--- src/rtl/core/nmea_ts_pkg.sv ---
`default_nettype none

package nmea_ts_pkg;

  // Width of the per-line character counters
  localparam int unsigned FILL_W = 7;

  // Characters of interest
  localparam logic [7:0] CH_DOLLAR = 8'h24;
  localparam logic [7:0] CH_CR     = 8'h0D;
  localparam logic [7:0] CH_NUL    = 8'h00;
  localparam logic [7:0] CH_COMMA  = 8'h2C;
  localparam logic [7:0] CH_G      = 8'h47;
  localparam logic [7:0] CH_P      = 8'h50;
  localparam logic [7:0] CH_R      = 8'h52;
  localparam logic [7:0] CH_M      = 8'h4D;
  localparam logic [7:0] CH_A      = 8'h41;
  localparam logic [7:0] CH_C      = 8'h43;

  // Length that a line's text must exceed to carry a sentence
  localparam logic [FILL_W-1:0] MIN_TEXT_LEN = 7'd10;

  // Command codes
  localparam logic CMD_BYTE   = 1'b0;
  localparam logic CMD_RESYNC = 1'b1;

  // Comma and digit tracking codes
  localparam logic [2:0] CDC_NONE  = 3'd0;
  localparam logic [2:0] CDC_FIRST = 3'd1;
  localparam logic [2:0] CDC_LAST  = 3'd6;
  localparam logic [2:0] CDC_DONE  = 3'd7;

  typedef enum logic [1:0] {
    HDR_OPEN   = 2'd0,
    HDR_GGA    = 2'd1,
    HDR_RMC    = 2'd2,
    HDR_REJECT = 2'd3
  } hdr_e;

  typedef struct packed {
    logic       command;
    logic [7:0] data_byte;
  } in_item_t;

  typedef struct packed {
    logic       time_valid;
    logic [6:0] hour;
    logic [6:0] minute;
    logic [6:0] second;
  } out_item_t;

  // Running state of the line being received
  typedef struct packed {
    logic [FILL_W-1:0] fill_count;
    logic              locked;
    logic [FILL_W-1:0] text_length;
    logic              nul_seen;
    hdr_e              header_match;
    logic [2:0]        comma_digit_count;
    logic [5:0][3:0]   time_digits;
    logic [7:0]        running_xor;
    logic [2:0][7:0]   recent_chars;
  } line_state_t;

  typedef struct packed {
    logic       ok;
    logic [3:0] value;
  } hex_t;

  function automatic hex_t hex_digit(input logic [7:0] c);
    hex_t h;
    h = '0;
    if (c >= 8'h30 && c <= 8'h39) begin
      h.ok    = 1'b1;
      h.value = c[3:0];
    end else if ((c >= 8'h61 && c <= 8'h66) || (c >= 8'h41 && c <= 8'h46)) begin
      h.ok    = 1'b1;
      h.value = c[3:0] + 4'd9;
    end
    return h;
  endfunction

  // Combine two decimal digits into a value, tens times ten by shifts
  function automatic logic [6:0] two_digits(input logic [3:0] tens, input logic [3:0] ones);
    return {tens, 3'b000} + {2'b00, tens, 1'b0} + {3'b000, ones};
  endfunction

endpackage

`default_nettype wire

--- src/rtl/core/nmea_ts_state_mem.sv ---
`default_nettype none

module nmea_ts_state_mem
  import nmea_ts_pkg::*;
(
  input  wire logic        clk_i,
  input  wire logic        rst_ni,
  input  wire logic        wr_en_i,
  input  wire line_state_t wr_data_i,
  output line_state_t      rd_data_o
);

  line_state_t mem_q [1];
  line_state_t rd_q;
  line_state_t fwd_q;
  logic        fwd_vld_q;
  logic        written_q;

  // Write back the updated state and read it every cycle
  always_ff @(posedge clk_i) begin
    if (wr_en_i) begin
      mem_q[0] <= wr_data_i;
    end
    rd_q <= mem_q[0];
  end

  // Hold the last write for the cycle where the read data is still stale
  always_ff @(posedge clk_i) begin
    if (wr_en_i) begin
      fwd_q <= wr_data_i;
    end
  end

  always_ff @(posedge clk_i or negedge rst_ni) begin
    if (!rst_ni) begin
      fwd_vld_q <= 1'b0;
      written_q <= 1'b0;
    end else begin
      fwd_vld_q <= wr_en_i;
      if (wr_en_i) begin
        written_q <= 1'b1;
      end
    end
  end

  // Forward the fresh write, else the stored entry, else the reset state
  always_comb begin
    if (fwd_vld_q) begin
      rd_data_o = fwd_q;
    end else if (written_q) begin
      rd_data_o = rd_q;
    end else begin
      rd_data_o = '0;
    end
  end

endmodule

`default_nettype wire

--- src/rtl/core/nmea_ts_update.sv ---
`default_nettype none

module nmea_ts_update
  import nmea_ts_pkg::*;
#(
  parameter int unsigned LINE_BYTES = 82
) (
  input  wire line_state_t cur_i,
  input  wire in_item_t    item_i,
  output line_state_t      nxt_o,
  output logic             res_vld_o,
  output out_item_t        res_o
);

  localparam logic [FILL_W-1:0] LineLim = FILL_W'(LINE_BYTES);

  logic [7:0]        c;
  logic [FILL_W-1:0] fc;
  hex_t              hx1;
  hex_t              hx0;
  logic [7:0]        sum;
  logic [7:0]        chk;
  logic              ok;
  line_state_t       nxt;
  logic [2:0]        didx;

  assign c = item_i.data_byte;

  // Wrap on overflow, restart on '$'
  always_comb begin
    fc = (cur_i.fill_count >= LineLim) ? '0 : cur_i.fill_count;
    if (c == CH_DOLLAR) begin
      fc = '0;
    end
  end

  // Evaluate the checksum and the line checks for a carriage return
  always_comb begin
    hx1 = hex_digit(cur_i.recent_chars[1]);
    hx0 = hex_digit(cur_i.recent_chars[0]);
    sum = '0;
    if (hx1.ok) begin
      sum = hx0.ok ? {hx1.value, hx0.value} : {4'h0, hx1.value};
    end
    chk = cur_i.running_xor ^ cur_i.recent_chars[0] ^ cur_i.recent_chars[1]
          ^ cur_i.recent_chars[2];
    ok = (fc != '0)
         && (cur_i.header_match == HDR_GGA || cur_i.header_match == HDR_RMC)
         && (cur_i.text_length > MIN_TEXT_LEN)
         && (cur_i.comma_digit_count == CDC_DONE)
         && (sum != 8'h00)
         && (chk == sum);
  end

  // Advance the line state by one transaction
  always_comb begin
    nxt       = cur_i;
    res_vld_o = 1'b0;
    didx      = cur_i.comma_digit_count - 3'd1;
    if (item_i.command == CMD_RESYNC) begin
      nxt.locked = 1'b0;
    end else if (!cur_i.locked) begin
      if (c == CH_CR) begin
        res_vld_o      = 1'b1;
        nxt.fill_count = '0;
        if (ok) begin
          nxt.locked = 1'b1;
        end
      end else begin
        if (fc == '0) begin
          nxt.text_length       = '0;
          nxt.nul_seen          = 1'b0;
          nxt.header_match      = HDR_OPEN;
          nxt.comma_digit_count = CDC_NONE;
          nxt.time_digits       = '0;
          nxt.running_xor       = '0;
          nxt.recent_chars      = '0;
        end
        didx = nxt.comma_digit_count - 3'd1;
        if (!nxt.nul_seen) begin
          if (c == CH_NUL) begin
            nxt.nul_seen = 1'b1;
            if (fc == '0) begin
              nxt.header_match = HDR_REJECT;
            end
          end else begin
            // Header check and checksum accumulation
            if (fc == '0) begin
              if (c != CH_DOLLAR) begin
                nxt.header_match = HDR_REJECT;
              end
            end else begin
              if (nxt.header_match != HDR_REJECT) begin
                case (fc)
                  7'd1: if (c != CH_G) nxt.header_match = HDR_REJECT;
                  7'd2: if (c != CH_P) nxt.header_match = HDR_REJECT;
                  7'd3: begin
                    if (c == CH_G) begin
                      nxt.header_match = HDR_GGA;
                    end else if (c == CH_R) begin
                      nxt.header_match = HDR_RMC;
                    end else begin
                      nxt.header_match = HDR_REJECT;
                    end
                  end
                  7'd4: begin
                    if (!((nxt.header_match == HDR_GGA && c == CH_G) ||
                          (nxt.header_match == HDR_RMC && c == CH_M))) begin
                      nxt.header_match = HDR_REJECT;
                    end
                  end
                  7'd5: begin
                    if (!((nxt.header_match == HDR_GGA && c == CH_A) ||
                          (nxt.header_match == HDR_RMC && c == CH_C))) begin
                      nxt.header_match = HDR_REJECT;
                    end
                  end
                  default: ;
                endcase
              end
              nxt.running_xor = nxt.running_xor ^ c;
            end
            // Time digits after the first comma
            if (nxt.comma_digit_count >= CDC_FIRST && nxt.comma_digit_count <= CDC_LAST) begin
              if (c >= 8'h30 && c <= 8'h39) begin
                for (int i = 0; i < 6; i++) begin
                  if (didx == 3'(i)) begin
                    nxt.time_digits[i] = c[3:0];
                  end
                end
                nxt.comma_digit_count = nxt.comma_digit_count + 3'd1;
              end else begin
                nxt.header_match = HDR_REJECT;
              end
            end else if (nxt.comma_digit_count == CDC_NONE && c == CH_COMMA) begin
              nxt.comma_digit_count = CDC_FIRST;
            end
            nxt.recent_chars = {nxt.recent_chars[1], nxt.recent_chars[0], c};
            nxt.text_length  = nxt.text_length + 7'd1;
          end
        end
        nxt.fill_count = fc + 7'd1;
      end
    end
  end

  assign nxt_o = nxt;

  // Build the result, zero time for a rejected line
  always_comb begin
    res_o            = '0;
    res_o.time_valid = ok;
    if (ok) begin
      res_o.hour   = two_digits(cur_i.time_digits[0], cur_i.time_digits[1]);
      res_o.minute = two_digits(cur_i.time_digits[2], cur_i.time_digits[3]);
      res_o.second = two_digits(cur_i.time_digits[4], cur_i.time_digits[5]);
    end
  end

endmodule

`default_nettype wire

--- src/rtl/core/nmea_time_sentence_parser.sv ---
`default_nettype none

// NMEA time sentence parser. Feed received UART bytes (command 0) or a resync
// request (command 1) one transaction per cycle unless stalled; a carriage
// return yields one result with the hour, minute and second of a valid $GPGGA
// or $GPRMC line, or time_valid 0 and zero fields. The block sustains one
// transaction per clock unless the output stalls: the line state lives in a
// one-entry synchronous memory that is read, updated and written back every
// cycle, with the last write forwarded over the read register. A result passes
// the input item register, then the output register, where it waits while
// stalled. After a valid result, bytes are dropped until a resync arrives.
module nmea_time_sentence_parser
  import nmea_ts_pkg::*;
#(
  parameter int unsigned LINE_BYTES = 82
) (
  input  wire logic     clk_i,
  input  wire logic     rst_ni,
  input  wire logic     in_valid_i,
  output logic          in_stall_o,
  input  wire in_item_t in_item_i,
  output logic          out_valid_o,
  input  wire logic     out_stall_i,
  output out_item_t     out_item_o
);

  logic        s2_vld_q;
  logic        s2_vld_d;
  in_item_t    s2_item_q;
  logic        s2_go;
  logic        in_acc;
  logic        out_ready;
  logic        out_vld_q;
  logic        out_vld_d;
  out_item_t   out_q;
  line_state_t cur_state;
  line_state_t nxt_state;
  logic        res_vld;
  out_item_t   res;

  nmea_ts_state_mem u_mem (
    .clk_i     (clk_i),
    .rst_ni    (rst_ni),
    .wr_en_i   (s2_go),
    .wr_data_i (nxt_state),
    .rd_data_o (cur_state)
  );

  nmea_ts_update #(
    .LINE_BYTES (LINE_BYTES)
  ) u_update (
    .cur_i     (cur_state),
    .item_i    (s2_item_q),
    .nxt_o     (nxt_state),
    .res_vld_o (res_vld),
    .res_o     (res)
  );

  // Advance the working stage unless its result has nowhere to go
  assign out_ready  = !out_vld_q || !out_stall_i;
  assign s2_go      = s2_vld_q && (!res_vld || out_ready);
  assign in_stall_o = s2_vld_q && !s2_go;
  assign in_acc     = in_valid_i && !in_stall_o;

  always_comb begin
    s2_vld_d = s2_vld_q;
    if (in_acc) begin
      s2_vld_d = 1'b1;
    end else if (s2_go) begin
      s2_vld_d = 1'b0;
    end
  end

  always_comb begin
    out_vld_d = out_vld_q;
    if (out_ready) begin
      out_vld_d = s2_go && res_vld;
    end
  end

  always_ff @(posedge clk_i or negedge rst_ni) begin
    if (!rst_ni) begin
      s2_vld_q  <= 1'b0;
      out_vld_q <= 1'b0;
    end else begin
      s2_vld_q  <= s2_vld_d;
      out_vld_q <= out_vld_d;
    end
  end

  // Load payload registers
  always_ff @(posedge clk_i) begin
    if (in_acc) begin
      s2_item_q <= in_item_i;
    end
    if (out_ready && s2_go && res_vld) begin
      out_q <= res;
    end
  end

  assign out_valid_o = out_vld_q;
  assign out_item_o  = out_q;

endmodule

`default_nettype wire

--- config.mk ---
export PLATFORM = sky130hd
export DESIGN_NAME = nmea_time_sentence_parser
export DESIGN_NICKNAME = d
export VERILOG_FILES = /design/src/rtl/core/nmea_ts_pkg.sv /design/src/rtl/core/nmea_ts_state_mem.sv /design/src/rtl/core/nmea_ts_update.sv /design/src/rtl/core/nmea_time_sentence_parser.sv
export SDC_FILE = /design/constraint.sdc
export NUM_CORES = 1
export LEC_CHECK = 0
export BUFFER_PORTS_ARGS = -buffer_cell sky130_fd_sc_hd__buf_2
export CAP_MARGIN = 10
export CORE_MARGIN = 2
export CORE_UTILIZATION = 30
export DETAILED_ROUTE_END_ITERATION = 12
export GPL_TIMING_DRIVEN = 0
export MAX_ROUTING_LAYER = met4
export PLACE_DENSITY = 0.56
export SYNTH_ARGS = -nofsm -noshare
export SYNTH_HDL_FRONTEND = slang
export SYNTH_SLANG_ARGS = --single-unit
--- constraint.sdc ---
create_clock -name clk_i -period 17.95 [get_ports clk_i]
set_clock_uncertainty 0.15 [all_clocks]
set_input_delay 0 -clock clk_i [delete_from_list [all_inputs] [get_ports clk_i]]
set_output_delay 0 -clock clk_i [all_outputs]
set_load 0.02 [all_outputs]
### Word-level counts from Yosys, hierarchy flattened

Memories as Yosys holds them, arrays and structs flattened. A register that Yosys moved wholly into a read port is not among the register bits.
Cells that the tools add are included.

* add/subtract/negate cells: 12
* $lt $le $gt $ge: 18
* equality and inequality tests: 28
* muxes and demuxes: 58
* bitwise operators: 4
* reductions and logical operators: 43

Operators with widths (number)
* 2-to-1 mux 69 bit: 7
* 2-to-1 mux 77 bit: 3
* 2-to-1 mux 59 bit: 1
* equality test 8 x 7 -> 1 bit, second input constant: 5
* 2-to-1 mux 7 bit: 5
* greater-or-equal comparator 8 x 7 -> 1 bit, second input constant: 4
* less-or-equal comparator 8 x 7 -> 1 bit, second input constant: 4
* bitwise XOR 8 bit: 4
* 2-to-1 mux 27 bit: 1
* greater-or-equal comparator 8 x 6 -> 1 bit, second input constant: 3
* less-or-equal comparator 8 x 6 -> 1 bit, second input constant: 3
* logical AND 1 bit: 24
* 2-to-1 mux 2 bit: 12
* 2-to-1 mux 24 bit: 1
* 2-to-1 mux 4 bit: 6
* 2-to-1 mux 8 bit: 3
* adder 7 x 4 -> 7 bit: 3
* adder 7 x 5 -> 7 bit: 3
* 2-to-1 mux 5 bit: 4
* equality test 8 x 6 -> 1 bit, second input constant: 2
* != test 8 x 7 -> 1 bit, second input constant: 2
* adder 7 x 1 -> 7 bit, second input constant: 2
* equality test 7 x 2 -> 1 bit, second input constant: 2
* equality test 7 x 3 -> 1 bit, second input constant: 2
* 28 further kinds: 57

* bits in registers: 112
* RAM bits: 77
* input port bits: 13
* output and inout port bits: 24
* logic and storage cells: 190
* memories kept: 1

Memories
* u_mem.mem_q: depth 1, width 77, rd ports 1, clocked after Yosys merged registers in 1, write ports 1, RTL line nmea_ts_state_mem.sv:13 `line_state_t mem_q [1];`

### Longest topological paths before layout

Gate-level depths: netlist of the first run.

* depth in word-level cells: 24
* gate-level depth with buffers: 21
* mapped depth without buffers: 17

### Modules after synthesis

A second synthesis of the first run with hierarchy kept.

* cell total of the unflattened synthesis: 836
* area total of the unflattened synthesis: 9656.8 um2

By module, submodules not included
* nmea_ts_state_mem: instances 1, cells an instance 254, area an instance 4714.5 um2, seq. area each 3903.7 um2
* nmea_ts_update: instances 1, cells an instance 539, area an instance 3906.2 um2, seq. area each 0.0 um2
* nmea_time_sentence_parser: instances 1, cells an instance 43, area an instance 1036.0 um2, seq. area each 980.9 um2

### Worst setup path before layout of the first run

Ideal clock, no wire load.

* path type: flip-flop to flip-flop
* start point: register u_mem.fwd_vld_q
* end point: register out_q, in the netlist out_item_o[0] (enable)
* setup time: 0.382 ns
* data arrival time: 6.074 ns
* required time: 17.418 ns
* path slack: 11.344 ns
* stages on the path, launching flop included: 12
* path buffers: 5
* clock period less this slack: 6.606 ns
* path through: dfrtp_1 buf_6 buf_6 buf_6 buf_2 a22oi_1 nand2b_1 clkbuf_1 nor2_1 and3_1 nor2b_1 and2_1

* longest elaborated chain between the ends: 8

Ends and longest elaborated chain
* start: declaration: RTL line nmea_ts_state_mem.sv:16 `logic fwd_vld_q;`
* start signal: assignment: RTL line nmea_ts_state_mem.sv:39 `fwd_vld_q <= wr_en_i;`
* 2-to-1 mux 77 bit: RTL line nmea_ts_state_mem.sv:48 `if (fwd_vld_q) begin`
* 2-to-1 mux 1 bit: RTL line nmea_ts_update.sv:62 `end else if (!cur_i.locked) begin`
* 2-to-1 mux 1 bit: RTL line nmea_ts_update.sv:60 `if (item_i.command == CMD_RESYNC) begin`
* zero test 1 bit: RTL line nmea_time_sentence_parser.sv:61 `assign s2_go = s2_vld_q && (!res_vld || out_ready);`
* logical OR 1 bit: RTL line nmea_time_sentence_parser.sv:61
* logical AND 1 bit: RTL line nmea_time_sentence_parser.sv:61
* named net s2_go: RTL line nmea_time_sentence_parser.sv:30 `logic s2_go;`
* logical AND 1 bit (2 in a row): RTL line nmea_time_sentence_parser.sv:96 `if (out_ready && s2_go && res_vld) begin`
* end signal: assignment: RTL line nmea_time_sentence_parser.sv:97 `out_q <= res;`
* end: declaration: RTL line nmea_time_sentence_parser.sv:35 `out_item_t out_q;`

The timed path passes the listed nets, and every way through them passes these cells.
A chain may end at the register's enable or synchronous reset.

==> reports/results.tsv, run 1 <==
metric	value	unit
cts_tree	yes	
period_minus_slack	5.830	ns
synth_area_per_cell	10.88	um2
clk_path_buf_depth	2	
ys.flop_type	edfxtp_1	
grt_setup_unrepaired	no	
r2r_setup_slack	12.12	ns
grt_pass1_vias	7294	
die_h	185.7	um
port_buffers	36	
stdcell_count	1437	
status	finished, final reports clean	
synth_edf_count	108	
powerDensity	110.3	mW/mm2
antenna_found_initial	0	
coreArea	0.03254	mm2
dp_cells	1390	
grt_use_total	0.1684	
clock.fmax	0.1715	GHz
multi_input_area	0.004684	mm2
cts_hold_buf	14	
die-area	0.03448	mm2
drive_above_1_share	0.1437	
p_leak	0.004616	uW
drv_slew	0	
cp-end-kind	register	
finalPower	1266	uW
cts.sinks	189	
gp_congestion	0.8610	
relSlewSlack	0.4130	
grt_overflow	0	
row_count	66	
synth_warnings	0	
arrival	5.86	ns
grt_pass1_wl	42.88	mm
worstSkewPairLatency	0.44	ns
insertedDiodeCount	0	
holdCritStartpoint	in_item_i[3]	
hp-class	in2reg	
start_kind	register	
root_buffer	clkbuf_16	
h-tree-depth	4	
area_growth_syn_to_layout	15.88	%
synthCells	910	
power_switching	402.6	uW
cp_data_required_time	17.98	ns
start_util	0.3044	
grt_max_degree	33	
cts_resized	0	
pin_count	37	
drt_iter0_drc	680	
worstPathMaxFanout	10	
ff_latch_area	0.004885	mm2
ir_drop	71.91	uV
vias	7527	
routed_via_density	5.238	
finalSetupTns	0	ns
drc	0	
cts_buffers	17	
nets	1041	
wl	27.40	mm
min_to	s2_item_q[3]$_DFFE_PP_	
switching_share	0.3180	
fin_crit_sh	0.3248	
syn-num-nets	969	
p_seq_frac	0.429	
dp_hpwl	19.48	mm
hold_viol	0	
p_int	863.6	uW
chipWidth	185.7	um
hold_depth	2	
synth_area	0.009903	mm2
ant_nets	0	
seq_area_frac_synth	0.4932	
p_clk_frac	0.317	
fillers	3290	
power_frac_comb	0.254	
async_reset_ff_frac	0.02116	
worstMarginPinSlew	0.8786	ns
setup_viol	0	
timing.rr.end	u_mem.fwd_q[52]$_DFFE_PP_	
ys_types	89	
wl_per_cell	19.07	um
critPathKind	reg2reg	
r2r_start	u_mem.fwd_vld_q$_DFF_PN0_	
cts_setup_buffers	0	
drtPass1Iterations	5	
synth-seq-cells	189	
cts.clk_slew.worst_paths	0.08	ns
drv_cap	0	
reg2reg_depth	20	
critical path, cell delays in order, from the launching register on:
cell	delay (ns)
dfrtp_1	0.47
nor2b_2	0.28
buf_4	0.26
buf_2	0.29
buf_1	0.56
buf_2	0.38
a22oi_1	0.16
nor2_1	0.28
inv_1	0.11
ha_1	0.26
inv_1	0.13
a31oi_4	0.08
buf_2	0.25
or2_2	0.36
inv_1	0.18
ha_1	0.17
or4_1	0.15
nand3_2	0.16
nor2_1	0.25
and3_1	0.32
mux2_2	0.35
synthesized netlist by cell type, types with 14 or more instances:
master    number  area share
a21o_1        14       0.011
a21oi_1       36       0.018
a22o_1        38       0.034
a22oi_1       50       0.038
buf_2         18      0.0091
clkbuf_1      16      0.0061
dfxtp_1       77        0.16
edfxtp_1     108        0.33
ha_1          40       0.051
inv_1         27       0.010
mux2_2        17       0.019
nand2_1       63       0.024
nand3_1       15      0.0076
nor2_1        75       0.028
nor2b_1       16       0.010
o21ai_0       38       0.019
o22ai_1       19       0.012
xnor2_1       40       0.035
per-layer routing:
| metal | up-vias | wire, um | global-route usage |
|---|---|---|---|
| met1 | 3678 | 12800 | 0.2294 |
| met2 | 237 | 12550 | 0.2613 |
| li1 | 3573 | - | - |
| met3 | 39 | 1552 | 0.02250 |
| met5 | - | 0 | - |
| met4 | 0 | 499 | 0.05008 |
state kept, by name, indices dropped and copies added, names as in the netlist:
register and count:
u_mem.rd_q 77, out_valid_o 1, s2_vld_q 1, s2_item_q 9, out_item_o 22, u_mem.written_q 1
u_mem.fwd_q 61, u_mem.fwd_vld_q 1, u_mem.mem_q 16
power by group through the flow:
| stage | Clock (uW) | Combinational [uW] | Sequential [uW] |
|---|---|---|---|
| global placement | 0 | 310 | 551 |
| finish | 401 | 322 | 543 |
| CTS | 408 | 319 | 542 |
| detailed placement | 0 | 315 | 551 |
| floorplan | 0 | 240 | 542 |
| global route | 425 | 355 | 548 |
per-stage QoR:
stage	instance area, um2	utilization	worst slack, ns	hold WS, ns
5_1_grt	11480	0.3527	11.73	0.1089
3_5_place_dp	10680	0.3284	12.14	-0.3259
2_1_floorplan	9903	-	11.34	-0.4456
4_1_cts	11450	0.3519	12.10	0.1065
3_3_place_gp	10640	0.3269	8.042	-0.3255
6_report	11480	0.3527	12.12	0.1155
cell families after synthesis:
family / after synthesis / share of synthesized area
flops: 189 / 0.4932
compound gates: 266 / 0.1987
buf+inv: 75 / 0.03449
fa+ha+maj: 46 / 0.06267
simple gates: 257 / 0.1356
mux: 25 / 0.02792
xor+xnor: 52 / 0.04738
how the worst max path moves through the flow:
stage | start | slack [ns] | to | cells after the start
5_1_grt | u_mem.fwd_vld_q$_DFF_PN0_ | 11.73 | u_mem.fwd_q[53]$_DFFE_PP_ | 20
3_5_place_dp | u_mem.fwd_vld_q$_DFF_PN0_ | 12.14 | u_mem.fwd_q[54]$_DFFE_PP_ | 20
4_1_cts | u_mem.fwd_vld_q$_DFF_PN0_ | 12.10 | u_mem.fwd_q[52]$_DFFE_PP_ | 20
3_3_place_gp | u_mem.fwd_vld_q$_DFF_PN0_ | 8.04 | out_item_o[5]$_SDFFCE_PN0P_ | 11
6_report | u_mem.fwd_vld_q$_DFF_PN0_ | 12.12 | u_mem.fwd_q[52]$_DFFE_PP_ | 20
2_1_floorplan | u_mem.fwd_vld_q$_DFF_PN0_ | 11.34 | out_item_o[0]$_SDFFCE_PN0P_ | 11
cell type report:
type | instances | share of cell area
flip-flops and latches | 189 | 0.4256
multi-input cells | 646 | 0.4082
well taps | 442 | 0.04819
clock buffers | 19 | 0.03947
repair buffers | 53 | 0.03380
plain buffers | 48 | 0.02093
clock inverters | 13 | 0.01494
inverters | 27 | 0.008831
cell usage in the layout (no fill, tap or decap), types with 27 or more instances in the layout:
cell type,count
edfxtp_1,108
nand2_1,63
dfxtp_1,77
inv_1,27
a21oi_1,36
ha_1,40
buf_2,54
a22o_1,38
a22oi_1,50
o21ai_0,38
nor2_1,75
xnor2_1,40
Note: power is estimated with default switching activity, not from simulation.
==> inputs of run 2 (changes only) <==
Clock period 17.95 ns to 5.99 ns, I/O delays scaled along.
==> run 2 against run 1 <==
  * Final cell count decreased by 0.14%
  * Clock-buffer cell count unchanged
  * First-iteration DRC count decreased by 3.5%
  * Critical path type unchanged
==> reports/results.tsv, run 2 (synthesized netlist as in run 1, its figures left out) <==
metric	value	unit
relSlewSlack	0.2663	
finalPower	3737	uW
worstSkewPairLatency	0.44	ns
pin_count	37	
row_count	66	
cp-end-kind	register	
grt_overflow	0	
nets	1039	
area_growth_syn_to_layout	15.25	%
ir_drop	204.7	uV
layout_commonest_cell	edfxtp_1	
coreArea	0.03254	mm2
p_int	2568	uW
status	finished, final reports clean	
critPathMaxStageDelay	0.52	ns
start_kind	register	
power_switching	1169	uW
setup.worst_path.start	u_mem.fwd_vld_q$_DFF_PN0_	
die_h	185.7	um
layout_common_cells	108 x edfxtp_1, 77 x dfxtp_1, 74 x nor2_1	
start_util	0.3044	
port_buffers	36	
cts_buffers	17	
gp_congestion	0.8575	
switching_share	0.3129	
stdcell_count	1435	
drtPass1Iterations	5	
critPathKind	reg2reg	
place_area	0.01068	mm2
chipWidth	185.7	um
vias	7481	
p_seq_frac	0.435	
setup_viol	0	
cts_setup_buffers	0	
root_buffer	clkbuf_16	
cp_data_required_time	6.03	ns
period_minus_slack	5.584	ns
finalSetupTns	0	ns
arrival	5.63	ns
routed_via_density	5.213	
grt_max_degree	31	
ff_latch_area	0.004885	mm2
largest_register_ffs	77	
finalInstanceArea	0.01141	mm2
h-tree-depth	4	
insertedDiodeCount	0	
cts.sinks	189	
wl	27.04	mm
drc	0	
power_frac_comb	0.257	
cp_slowest_cell	dfrtp_1	
grt_setup_unrepaired	no	
multi_input_area	0.004687	mm2
grt_use_total	0.1648	
clock.fmax	0.1791	GHz
holdCritStartpoint	in_item_i[4]	
worstPathMaxFanout	10	
powerDensity	327.5	mW/mm2
antenna_found_initial	0	
dp_cells	1390	
grt_pass1_wl	42.23	mm
clk_path_buf_depth	2	
cts.clk_slew.worst_paths	0.07	ns
r2r_start	u_mem.fwd_vld_q$_DFF_PN0_	
p_clk_frac	0.308	
ant_nets	0	
path_cells	buf_6, buf_6, buf_6, buf_2, clkbuf_4, buf_2, a22oi_1, nor2_2, inv_1, ha_1, inv_1, a31oi_4, buf_2, or2_2, inv_1, ha_1, or4_1, nand3_2, nor2_1, and3_1, mux2_2	
hp-class	in2reg	
dp_hpwl	19.16	mm
largest_register	u_mem.rd_q	
p_leak	0.004590	uW
wl_per_cell	18.84	um
drv_cap	0	
die-area	0.03448	mm2
grt_pass1_vias	7287	
fillers	3315	
drive_above_1_share	0.1420	
fin_crit_sh	0.9323	
fin_util	0.3508	
worstMarginPinSlew	1.100	ns
drt_iter0_drc	656	
drv_slew	0	
cts_tree	yes	
hold_viol	0	
## run 2: path summary, 6_finish.rpt
path,endpoint,slack (ns),depth (start not counted)
min reg2reg,u_mem.rd_q[35]$_DFF_P_,0.22,0
max in group asynchronous,out_valid_o$_DFFE_PN0P_,5.14,3
min,s2_item_q[4]$_DFFE_PP_,0.11,2
max,u_mem.fwd_q[52]$_DFFE_PP_,0.41,21
min in group asynchronous,u_mem.fwd_vld_q$_DFF_PN0_,0.33,3
max reg2reg,u_mem.fwd_q[52]$_DFFE_PP_,0.41,21
## run 2: stage by stage
step / setup slack (ns) / hold slack, ns
2_1_floorplan: 0.9342 / -0.4456
3_3_place_gp: -1.427 / -0.3113
3_5_place_dp: 0.1362 / -0.3120
5_1_grt: 0.03076 / 0.1143
6_report: 0.4056 / 0.1115
4_1_cts: 0.1213 / 0.1036
## run 2: area by class of cell
cell class,instances,share of cell area
sequential,189,0.4280
multi-input combinational,646,0.4107
tap,442,0.04845
clock buffer,19,0.03968
timing repair buffer,52,0.03157
buffer,47,0.02094
clock inverter,13,0.01184
inverter,27,0.008880
## run 2: power by group through the flow
stage	logic (uW)	clock network, uW	registers (uW)
after floorplan	718	0	1620
after global placement	932	0	1650
after detailed placement	941	0	1650
after CTS	954	1170	1620
after global routing	1060	1220	1640
final	961	1150	1620
## run 2: critical path: cells and delay by family, from the launching register on
| family | cells | cell delay, ns |
|---|---|---|
| AOI/OAI and AO/OA | 2 | 0.28 |
| adders and majority gates | 2 | 0.43 |
| and+or+nand+nor | 6 | 1.46 |
| muxes | 1 | 0.36 |
| buffers and inverters | 10 | 2.11 |
| DFF | 1 | 0.52 |
## run 2: what timing repair did
action | 4_1_cts | 5_1_grt
hold buffers | 14 | 0
gates resized for setup | 0 | 2
setup endpoints to repair | 0 | 24
hold endpoints to repair | 25 | 0
## run 2: routing by layer
| metal | track usage | vias to the layer above | share of wire |
|---|---|---|---|
| met3 | 0.01702 | 35 | 0.038 |
| met4 | 0.05323 | 0 | 0.019 |
| met5 | - | - | 0 |
| met2 | 0.2519 | 189 | 0.46 |
| li1 | - | 3572 | - |
| met1 | 0.2290 | 3685 | 0.49 |
